===== config.mk =====
export PLATFORM = sky130hd
export DESIGN_NAME = uds_transfer_data_framer_crc
export DESIGN_NICKNAME = d
export VERILOG_FILES = /design/src/sv/uds_tdf_pkg.sv /design/src/sv/uds_transfer_data_framer_crc.sv /design/src/sv/uds_tdf_core.sv /design/src/sv/uds_tdf_emit.sv
export VERILOG_INCLUDE_DIRS = /design/src /design/src/sv
export SDC_FILE = /design/constraint.sdc
export NUM_CORES = 1
export LEC_CHECK = 0
export ABC_AREA = 1
export BUFFER_PORTS_ARGS = -buffer_cell sky130_fd_sc_hd__buf_2
export CORE_AREA = 4 4 165 167
export CTS_BUF_LIST = sky130_fd_sc_hd__clkbuf_4
export DETAILED_ROUTE_END_ITERATION = 7
export DIE_AREA = 0 0 169 171
export PLACE_DENSITY = 0.54
export SYNTH_ARGS = -nofsm -noshare
export SYNTH_HDL_FRONTEND = slang
export SYNTH_HIERARCHICAL = 1
export SYNTH_SLANG_ARGS = --single-unit

===== constraint.sdc =====
create_clock -name clk -period 4.29 [get_ports clk]
set_clock_uncertainty 0.1 [all_clocks]
set_input_delay 1.0725 -clock clk [delete_from_list [all_inputs] [get_ports clk]]
set_output_delay 1.0725 -clock clk [all_outputs]
set_load 0.1 [all_outputs]

===== src/sv/uds_transfer_data_framer_crc_assert.svh =====
// assertion macros used by the framer output module uds_tdf_emit
// no dependencies; define NO_ASSERTIONS to compile them away
`ifndef UDS_TRANSFER_DATA_FRAMER_CRC_ASSERT_SVH
`define UDS_TRANSFER_DATA_FRAMER_CRC_ASSERT_SVH

`ifndef NO_ASSERTIONS

// checked on every rising edge outside reset
`define UDS_TDF_ASSERT(lbl, clk, rstn, prop) \
  lbl: assert property (@(posedge clk) disable iff (!(rstn)) prop) \
    else $error("uds framer assertion failed");

// checked on every rising edge, reset included
`define UDS_TDF_ASSERT_ALWAYS(lbl, clk, prop) \
  lbl: assert property (@(posedge clk) prop) \
    else $error("uds framer assertion failed");

`else

`define UDS_TDF_ASSERT(lbl, clk, rstn, prop)
`define UDS_TDF_ASSERT_ALWAYS(lbl, clk, prop)

`endif

`endif


===== src/sv/uds_tdf_pkg.sv =====
// shared constants, item record type and crc-32 byte update for the framer
// no dependencies
`timescale 1ns / 1ps

package uds_tdf_pkg;

  localparam logic [7:0]  SID_TRANSFER = 8'h36;
  localparam logic [7:0]  SID_EXIT     = 8'h37;
  localparam logic [31:0] CRC_INIT     = 32'hFFFF_FFFF;
  localparam logic [31:0] CRC_POLY     = 32'hEDB8_8320;
  localparam logic [11:0] HDR_BYTES    = 12'd2;
  localparam logic [11:0] MIN_BLOCK    = 12'd3;
  localparam logic [11:0] BLK_LEN_RST  = 12'd4095;
  localparam logic [7:0]  SEQ_INIT     = 8'd1;

  // one accepted item with everything the output side needs
  typedef struct packed {
    logic [7:0]  data;
    logic [7:0]  seq;
    logic        hdr;
    logic        frm_end;
    logic        fin;
    logic [31:0] crc;
  } rec_t;

  function automatic logic [31:0] crc_byte(input logic [31:0] crc_in,
                                           input logic [7:0]  byte_in);
    logic [31:0] c;
    c = crc_in ^ {24'd0, byte_in};
    for (int b = 0; b < 8; b++) begin
      c = c[0] ? ((c >> 1) ^ CRC_POLY) : (c >> 1);
    end
    return c;
  endfunction

endpackage


===== src/sv/uds_transfer_data_framer_crc.sv =====
// Byte stream framer for UDS TransferData downloads with running image CRC-32 (no final XOR).
// Each accepted image byte leaves as one result, three when it opens a frame
// (0x36 and the sequence byte go first), and one more (the 0x37 exit frame with
// the finished CRC) when it is the last byte of the image. Unless out_tready stalls,
// the block takes one byte per cycle inside a frame and the single output register
// shows one result per cycle; a frame opening adds the 0x36 and sequence results and
// the image end the exit result. The maximum request length, written through
// cfg_wr_en/cfg_wr_data while idle by the user (not enforced), acts from the next byte.
// depends on uds_tdf_pkg, uds_tdf_core and uds_tdf_emit
`timescale 1ns / 1ps

module uds_transfer_data_framer_crc (
  input  logic        clk,
  input  logic        rst_n,
  input  logic        cfg_wr_en,
  input  logic [11:0] cfg_wr_data,   // max request length
  input  logic        in_tvalid,
  output logic        in_tready,
  input  logic [7:0]  in_tdata,      // data_byte
  input  logic        in_tlast,      // final_byte
  output logic        out_tvalid,
  input  logic        out_tready,
  output logic [39:0] out_tdata,     // out_byte [7:0], crc_out [39:8]
  output logic        out_tlast,     // frame_last
  output logic [2:0]  out_tuser      // frame_first [0], crc_valid [1], run_end [2]
);
  import uds_tdf_pkg::*;

  logic        rec_valid;
  logic        rec_take;
  rec_t        rec;
  logic [7:0]  out_byte;
  logic        out_first;
  logic        out_last;
  logic [31:0] out_crc;
  logic        out_crc_valid;
  logic        out_run_end;

  uds_tdf_core u_core (
    .clk         (clk),
    .rst_n       (rst_n),
    .cfg_wr_en   (cfg_wr_en),
    .cfg_wr_data (cfg_wr_data),
    .in_tvalid   (in_tvalid),
    .in_tready   (in_tready),
    .in_data     (in_tdata),
    .in_fin      (in_tlast),
    .rec_valid   (rec_valid),
    .rec         (rec),
    .rec_take    (rec_take)
  );

  uds_tdf_emit u_emit (
    .clk           (clk),
    .rst_n         (rst_n),
    .rec_valid     (rec_valid),
    .rec           (rec),
    .rec_take      (rec_take),
    .out_tvalid    (out_tvalid),
    .out_tready    (out_tready),
    .out_byte      (out_byte),
    .out_first     (out_first),
    .out_last      (out_last),
    .out_crc       (out_crc),
    .out_crc_valid (out_crc_valid),
    .out_run_end   (out_run_end)
  );

  assign out_tdata = {out_crc, out_byte};
  assign out_tlast = out_last;
  assign out_tuser = {out_run_end, out_crc_valid, out_first};

endmodule


===== src/sv/uds_tdf_core.sv =====
// input side: frame fill, sequence and crc state, builds one record per item
// depends on uds_tdf_pkg
`timescale 1ns / 1ps

module uds_tdf_core (
  input  logic              clk,
  input  logic              rst_n,
  input  logic              cfg_wr_en,
  input  logic [11:0]       cfg_wr_data,
  input  logic              in_tvalid,
  output logic              in_tready,
  input  logic [7:0]        in_data,
  input  logic              in_fin,
  output logic              rec_valid,
  output uds_tdf_pkg::rec_t rec,
  input  logic              rec_take
);
  import uds_tdf_pkg::*;

  logic [11:0] blk_len_r;
  logic [11:0] fill_r, fill_nxt;
  logic [7:0]  seq_r, seq_nxt;
  logic [31:0] crc_r, crc_nxt;
  logic        rec_valid_r, rec_valid_nxt;
  rec_t        rec_r, rec_nxt;

  logic        accept;
  logic [11:0] len_eff;
  logic [11:0] chunk;
  logic [12:0] fill_inc;
  logic        frm_end;

  assign in_tready = !rec_valid_r || rec_take;
  assign accept    = in_tvalid && in_tready;
  assign rec_valid = rec_valid_r;
  assign rec       = rec_r;

  always_comb begin
    len_eff  = (blk_len_r < MIN_BLOCK) ? MIN_BLOCK : blk_len_r;
    chunk    = len_eff - HDR_BYTES;
    fill_inc = {1'b0, fill_r} + 13'd1;
    frm_end  = in_fin || (fill_inc >= {1'b0, chunk});
    crc_nxt  = crc_byte(crc_r, in_data);

    rec_nxt.data    = in_data;
    rec_nxt.seq     = seq_r;
    rec_nxt.hdr     = (fill_r == 12'd0);
    rec_nxt.frm_end = frm_end;
    rec_nxt.fin     = in_fin;
    rec_nxt.crc     = crc_nxt;

    if (in_fin) begin
      fill_nxt = 12'd0;
      seq_nxt  = SEQ_INIT;
    end else if (frm_end) begin
      fill_nxt = 12'd0;
      seq_nxt  = seq_r + 8'd1;
    end else begin
      fill_nxt = fill_inc[11:0];
      seq_nxt  = seq_r;
    end

    if (accept) begin
      rec_valid_nxt = 1'b1;
    end else if (rec_take) begin
      rec_valid_nxt = 1'b0;
    end else begin
      rec_valid_nxt = rec_valid_r;
    end
  end

  always_ff @(posedge clk) begin
    if (!rst_n) begin
      blk_len_r   <= BLK_LEN_RST;
      fill_r      <= 12'd0;
      seq_r       <= SEQ_INIT;
      crc_r       <= CRC_INIT;
      rec_valid_r <= 1'b0;
    end else begin
      if (cfg_wr_en) begin
        blk_len_r <= cfg_wr_data;
      end
      rec_valid_r <= rec_valid_nxt;
      if (accept) begin
        fill_r <= fill_nxt;
        seq_r  <= seq_nxt;
        crc_r  <= in_fin ? CRC_INIT : crc_nxt;
      end
    end
  end

  always_ff @(posedge clk) begin
    if (accept) begin
      rec_r <= rec_nxt;
    end
  end

endmodule


===== src/sv/uds_tdf_emit.sv =====
// output side: expands each record into sid, sequence, data and exit results
// depends on uds_tdf_pkg and the assertion macro header
`timescale 1ns / 1ps
`include "uds_transfer_data_framer_crc_assert.svh"

module uds_tdf_emit (
  input  logic              clk,
  input  logic              rst_n,
  input  logic              rec_valid,
  input  uds_tdf_pkg::rec_t rec,
  output logic              rec_take,
  output logic              out_tvalid,
  input  logic              out_tready,
  output logic [7:0]        out_byte,
  output logic              out_first,
  output logic              out_last,
  output logic [31:0]       out_crc,
  output logic              out_crc_valid,
  output logic              out_run_end
);
  import uds_tdf_pkg::*;

  typedef enum logic [1:0] {
    PH_SID,
    PH_SEQ,
    PH_DATA,
    PH_EXIT
  } phase_t;

  rec_t        cur_r;
  phase_t      phase_r;
  logic        pend_r;
  logic        out_tvalid_r;
  logic [7:0]  byte_r;
  logic        first_r, last_r, crc_valid_r, run_end_r;
  logic [31:0] crc_r;

  logic        out_load, go;
  rec_t        sel_rec;
  phase_t      sel_ph, ph_nxt;
  logic        pend_nxt;
  logic [7:0]  byte_nxt;
  logic        first_nxt, last_nxt, crc_valid_nxt, run_end_nxt;
  logic [31:0] crc_nxt;

  assign out_load = !out_tvalid_r || out_tready;
  assign rec_take = out_load && !pend_r && rec_valid;
  assign go       = out_load && (pend_r || rec_valid);

  always_comb begin
    sel_rec = pend_r ? cur_r : rec;
    if (pend_r) begin
      sel_ph = phase_r;
    end else begin
      sel_ph = rec.hdr ? PH_SID : PH_DATA;
    end

    byte_nxt      = sel_rec.data;
    first_nxt     = 1'b0;
    last_nxt      = 1'b0;
    crc_nxt       = 32'd0;
    crc_valid_nxt = 1'b0;
    run_end_nxt   = 1'b0;
    ph_nxt        = PH_DATA;
    pend_nxt      = 1'b0;

    case (sel_ph)
      PH_SID: begin
        byte_nxt  = SID_TRANSFER;
        first_nxt = 1'b1;
        ph_nxt    = PH_SEQ;
        pend_nxt  = 1'b1;
      end
      PH_SEQ: begin
        byte_nxt = sel_rec.seq;
        ph_nxt   = PH_DATA;
        pend_nxt = 1'b1;
      end
      PH_DATA: begin
        byte_nxt    = sel_rec.data;
        last_nxt    = sel_rec.frm_end;
        run_end_nxt = !sel_rec.fin;
        ph_nxt      = PH_EXIT;
        pend_nxt    = sel_rec.fin;
      end
      PH_EXIT: begin
        byte_nxt      = SID_EXIT;
        first_nxt     = 1'b1;
        last_nxt      = 1'b1;
        crc_nxt       = sel_rec.crc;
        crc_valid_nxt = 1'b1;
        run_end_nxt   = 1'b1;
      end
      default: begin
        pend_nxt = 1'b0;
      end
    endcase
  end

  always_ff @(posedge clk) begin
    if (!rst_n) begin
      out_tvalid_r <= 1'b0;
      pend_r       <= 1'b0;
      phase_r      <= PH_SID;
    end else if (go) begin
      out_tvalid_r <= 1'b1;
      pend_r       <= pend_nxt;
      phase_r      <= ph_nxt;
    end else if (out_load) begin
      out_tvalid_r <= 1'b0;
    end
  end

  always_ff @(posedge clk) begin
    if (go) begin
      cur_r       <= sel_rec;
      byte_r      <= byte_nxt;
      first_r     <= first_nxt;
      last_r      <= last_nxt;
      crc_r       <= crc_nxt;
      crc_valid_r <= crc_valid_nxt;
      run_end_r   <= run_end_nxt;
    end
  end

  assign out_tvalid    = out_tvalid_r;
  assign out_byte      = byte_r;
  assign out_first     = first_r;
  assign out_last      = last_r;
  assign out_crc       = crc_r;
  assign out_crc_valid = crc_valid_r;
  assign out_run_end   = run_end_r;

  // exit result is a complete one-byte frame and ends the run
  `UDS_TDF_ASSERT(a_exit_shape, clk, rst_n, (out_tvalid_r && crc_valid_r) |-> (first_r && last_r && run_end_r && byte_r == SID_EXIT))
  // crc field stays zero away from the exit result
  `UDS_TDF_ASSERT(a_crc_zero, clk, rst_n, (out_tvalid_r && !crc_valid_r) |-> (crc_r == 32'd0))
  // a transfer frame start never closes the run
  `UDS_TDF_ASSERT(a_sid_open, clk, rst_n, (out_tvalid_r && first_r && !crc_valid_r) |-> (byte_r == SID_TRANSFER && !last_r && !run_end_r))
  // pending pieces are always shown, so the output cannot drop while work remains
  `UDS_TDF_ASSERT_ALWAYS(a_pend_shown, clk, (rst_n && pend_r) |-> out_tvalid_r)

endmodule


Word-level counts from Yosys, hierarchy flattened
Index checks and enable logic that the tools add are counted.
{ "word_totals": {"ff_bits": 215, "latch_bits": 0, "mem_bits_rw": 0, "mem_bits_ro": 0, "wordCells": 93, "mem_count": 0} }
{ "op_classes": {"n_addsub": 3, "mul": 0, "div": 0, "n_lt_le_gt_ge": 2, "eq_ne": 3, "shift": 0, "muxes": 28, "bitwise_logic": 10, "reduce_logical": 21} }
{ "ops": {"columns": ["cell", "count"], "rows": [
  ["32-bit 2-to-1 mux", 9],
  ["13-bit NOT with 14-bit output", 8],
  ["51-bit 2-to-1 mux", 1],
  ["12-bit 2-to-1 mux", 3],
  ["8-bit one-hot mux with 4 select lines", 1],
  ["32-bit by 8-bit XOR with 32-bit output", 1],
  ["8-bit 2-to-1 mux", 2],
  ["12-bit by 1-bit adder with 13-bit output (second input constant)", 1],
  ["13-bit by 12-bit >= comparator with 1-bit output", 1],
  ["12-bit logical NOT", 1],
  ["12-bit by 2-bit less-than comparator with 1-bit output (second input constant)", 1],
  ["12-bit by 2-bit subtractor with 12-bit output (second input constant)", 1],
  ["8-bit by 1-bit adder with 8-bit output (second input constant)", 1],
  ["1-bit 2-to-1 mux", 6],
  ["1-bit one-hot mux with 2 select lines", 3],
  ["2-bit nonzero test", 3],
  ["2-bit equality test (second input constant)", 2],
  ["1-bit logical AND", 4],
  ["1-bit logical NOT", 4],
  ["1-bit logical OR", 4],
  ["2-bit 2-to-1 mux", 2],
  ["2-bit one-hot mux with 2 select lines", 1],
  ["2-bit AND reduction", 2],
  ["2-bit OR reduction", 2],
  ["other kinds (3)", 3]
]} }

Logic depth before layout (Yosys ltp)
{ "depth": {"ltp_word": 18, "mapped_depth": 26, "depth_no_buf": 25} }

Cells and area by module
The synthesis kept the hierarchy.
{ "modules_own_cells": {"columns": ["mod", "instances", "cells_per_inst", "area_each_um2", "seq_area_each_um2"], "rows": [
  ["uds_tdf_core", 1, 718, 5994.5, 2832.7],
  ["uds_tdf_emit", 1, 361, 4119.0, 2902.8],
  ["uds_transfer_data_framer_crc", 1, 3, 22.5, 0.0]
]} }

Worst setup path after synthesis
No wires, ideal clock.
{ "synth_timing": {"kind": "input to register", "start": "in out_tready", "end": "reg u_core.rec_r (netlist bit u_core/rec[0]) (enable)", "setup_time_ps": 388, "arrival_time_ps": 3376, "t_required_ps": 3802, "slack_ps": 426, "path_stages": 10, "path_buffers": 2, "cell_sequence": "inv_1 nand2_1 inv_1 nor3_1 inv_1 nand2_1 nand2_1 inv_1 buf_2 buf_2"} }
{ "synth_between": {"elab_chain_cells": 5} }
{ "synth_lines": {"columns": ["item", "line", "source"], "rows": [
  ["start: declaration", "uds_transfer_data_framer_crc.sv:22", "input logic out_tready,"],
  ["1-bit logical OR", "uds_tdf_emit.sv:46", "assign out_load = !out_tvalid_r || out_tready;"],
  ["1-bit logical AND (2 in series)", "uds_tdf_emit.sv:47", "assign rec_take = out_load && !pend_r && rec_valid;"],
  ["via rec_take", "uds_transfer_data_framer_crc.sv:30", "logic rec_take;"],
  ["1-bit logical OR", "uds_tdf_core.sv:33", "assign in_tready = !rec_valid_r || rec_take;"],
  ["via in_tready", "uds_transfer_data_framer_crc.sv:18", "output logic in_tready,"],
  ["1-bit logical AND", "uds_tdf_core.sv:34", "assign accept = in_tvalid && in_tready;"],
  ["via u_core.accept", "uds_tdf_core.sv:27", "logic accept;"],
  ["end signal: assignment", "uds_tdf_core.sv:94", "rec_r <= rec_nxt;"],
  ["end: declaration", "uds_tdf_core.sv:25", "rec_t rec_r, rec_nxt;"]
]} }
The timed path passes the listed nets, and every way through them passes these cells.
A chain may end at the register's enable or synchronous reset.

Worst setup path in the final report
{ "layout_timing": {"start": "in out_tready", "end": "out in_tready"} }
{ "layout_between": {"elab_chain_cells": 4} }
{ "layout_lines": {"columns": ["item", "line"], "rows": [
  ["1-bit logical OR", "uds_tdf_emit.sv:46"],
  ["1-bit logical AND (2 in series)", "uds_tdf_emit.sv:47"],
  ["via rec_take", "uds_transfer_data_framer_crc.sv:30"],
  ["1-bit logical OR", "uds_tdf_core.sv:33"],
  ["end: declaration", "uds_transfer_data_framer_crc.sv:18"]
]} }
The timed path passes the listed nets, and every way through them passes these cells.

==> metrics <==
Die Height 171 um; status finished, final reports clean; first-pass GRT wire length 35,200 um; VDD IR max 0.185 mV; actual slew at the worst max-slew pin 1.13 ns; CTS clk-pin slew, worst paths 0.06 ns; Synthesis Warnings 6; P&R area growth vs syn 14.2%; CP Capture Type output pin; final hold vios 0; register bit total from synthesis 214; drt first pass iters 5; row count 59; H-tree depth 2; fin crit share 78.2%; Clock Tree Root clkbuf_4; number of synthesized flops with an enable pin 145; CP max stage cell buf_2; CTS sink count 214; CP most frequent cell inv_1; post-synthesis sequential area ratio 56.6%; post-route ant nets 0; Critical Path Max Stage Delay 0.47 ns; Ports 72; CP startpoint kind primary input; power consumption 5.75 mW; area leader, netlist edfxtp_1; clk buf depth 3; Final nets 1,233; crit path cell chain buf_2 -> inv_1 -> nand2_1 -> inv_1 -> nor3_1 -> inv_1 -> nand2_1 -> buf_2; fill count 2,556; DR WL/cell 13.7 um; CP arrival 2.18 ns; final non-filler cell total 1,564; initial cell density of the core 39.3%; Synth area leaders edfxtp_1 43%, dfxtp_1 14%, nand2_1 13%; Final GP Congestion 0.792; vias in the first global route 6,846; CTS tree yes; worst reg2reg path depth 20; placed cell count 1,460; Die W 169 um; setup bufs post-CTS 0; Period minus WS final 3.36 ns; CTS resizes 0; Crit Path Class in -> out; Max Slew Vio Count 0; Cell Area, Synth 10,100 um^2; Mapped Cells 1,082; TritonCTS Buffers 57; Main synth FF type edfxtp_1; fraction of registers with async set or reset after synthesis 0%; final WL 21,400 um; GR Util All Layers 15.0%; peak fanout along the critical path 3; hold crit path type reg -> reg; largest net degree at the start of global routing 51; Unique masters post-synth 41; unrepaired setup endpoints after global routing false; synthesized area per cell 9.37 um^2; initial antenna violation count 2; share of cells above drive strength 1 17.4%; Final Setup Violations 0; full die area 28,900 um^2; Place WS 0.938 ns; PortBufs 71; core area 25,800 um^2; Iter 0 DRT Violations 471; Final HPWL DP 14,500 um; Max-slew headroom 24.6%; Leakage 5.23 nW; routed vias 7,208; DRC 0; setup TNS 0 ns; CTS Hold Bufs 0; syn nets 1,131; Min-Delay Path Depth 2; final setup margin 0.933 ns; worst skew pair latency 0.68 ns; GRT overflow 0; Critical Path RT 3.12 ns; PD cells 497 nW/um^2; top cell type's share of synthesized area 43.0%; fmax 0.298 GHz; max_cap viols 0; routed vias/inst 4.61
-- final cells by class --
type                            instances  area [um^2]  share of cell area (%)
Tap cell                              335          419                    3.62
Antenna cell                            1         2.50                  0.0216
Sequential cell                       214         5740                    49.6
Clock inverter                         11         55.1                   0.476
Inverter                              114          430                    3.72
Multi-Input combinational cell        714         3770                    32.6
Timing Repair Buffer                   83          470                    4.06
Clock buffer                           92          691                    5.97
-- sequential cells by signal, summed over array words and instances (netlist names), 2 cells and up --
signal	count
u_emit/out_crc	32
u_core/fill_r	12
u_emit/phase_r	2
u_core/seq_r	8
u_core/rec	51
u_emit/out_byte	8
u_emit/cur_r	50
u_core/blk_len_r	12
u_core/crc_r	32
-- layout by cell type, fill, tap and decap left out, drive strengths merged, types with 12 or more instances in the layout --
cell type,netlist,routed
or2,13,13
nand2,368,368
nand3,48,48
o21ai,24,24
xnor2,19,19
a21oi,56,56
clkbuf,17,92
xor2,59,59
edfxtp,145,145
dfxtp,69,69
inv,114,113
clkinv,0,12
nor2,53,53
buf,23,83
ha,23,23
-- routing by layer --
layer	GRT usage, %	wire length [um]
met1	21.2	10400
met2	23.4	9500
met3	3.44	1140
met4	4.31	315
met5	0	13
-- worst paths after layout --
| path | startpoint | endpoint | slack, ns |
|---|---|---|---|
| hold / removal | u_core/blk_len_r[2] | u_core/blk_len_r[2] | 0.38 |
| setup / recovery | out_tready | in_tready | 0.93 |
| hold reg to reg | u_core/blk_len_r[2] | u_core/blk_len_r[2] | 0.38 |
| setup reg to reg | u_core/blk_len_r[4] | u_core/fill_r[0] | 1.06 |
-- per-stage QoR --
step / instance area, um^2 / util, % / hold slack (ns)
CTS: 11600 / 44.9 / 0.375
detailed placement: 10800 / 42.0 / 0.378
floorplan: 10100 / - / 0.350
global placement: 10800 / 42.0 / 0.366
global route: 11600 / 44.9 / 0.391
finish: 11600 / 44.9 / 0.384
-- power breakdown --
part           switching (mW)  total [mW]  internal [mW]
registers              0.0945        2.64           2.55
clock network           0.806        1.77          0.969
logic                    1.01        1.33          0.323
total                    1.91        5.75           3.84
-- Yosys cell counts, types with 10 or more instances --
cell type	instances
inv_1	113
xor2_1	58
nor2_1	47
dfxtp_1	69
nand2_2	10
o211ai_1	10
a21oi_1	56
edfxtp_1	145
xnor2_1	16
ha_1	23
nand2_1	356
o21ai_0	23
clkbuf_1	17
buf_2	15
nand3_1	46
-- critical path: cells and delay by family --
| family | cells | cell delay, ns |
|---|---|---|
| buffers and inverters | 5 | 0.72 |
| AND/OR/NAND/NOR | 3 | 0.39 |
-- cells by family (layout without fill, tap and decap cells) --
logic type,after synthesis,after routing,share of synthesized area [%]
buf+inv,154,300,6.22
simple gates,496,496,20.2
compound gates,116,116,6.75
mux,1,1,0.0988
fa+ha+maj,23,23,2.84
xor+xnor,78,78,7.26
flops,214,214,56.6
other cells,0,1,0
No activity file was read; power rests on OpenSTA's default activity.
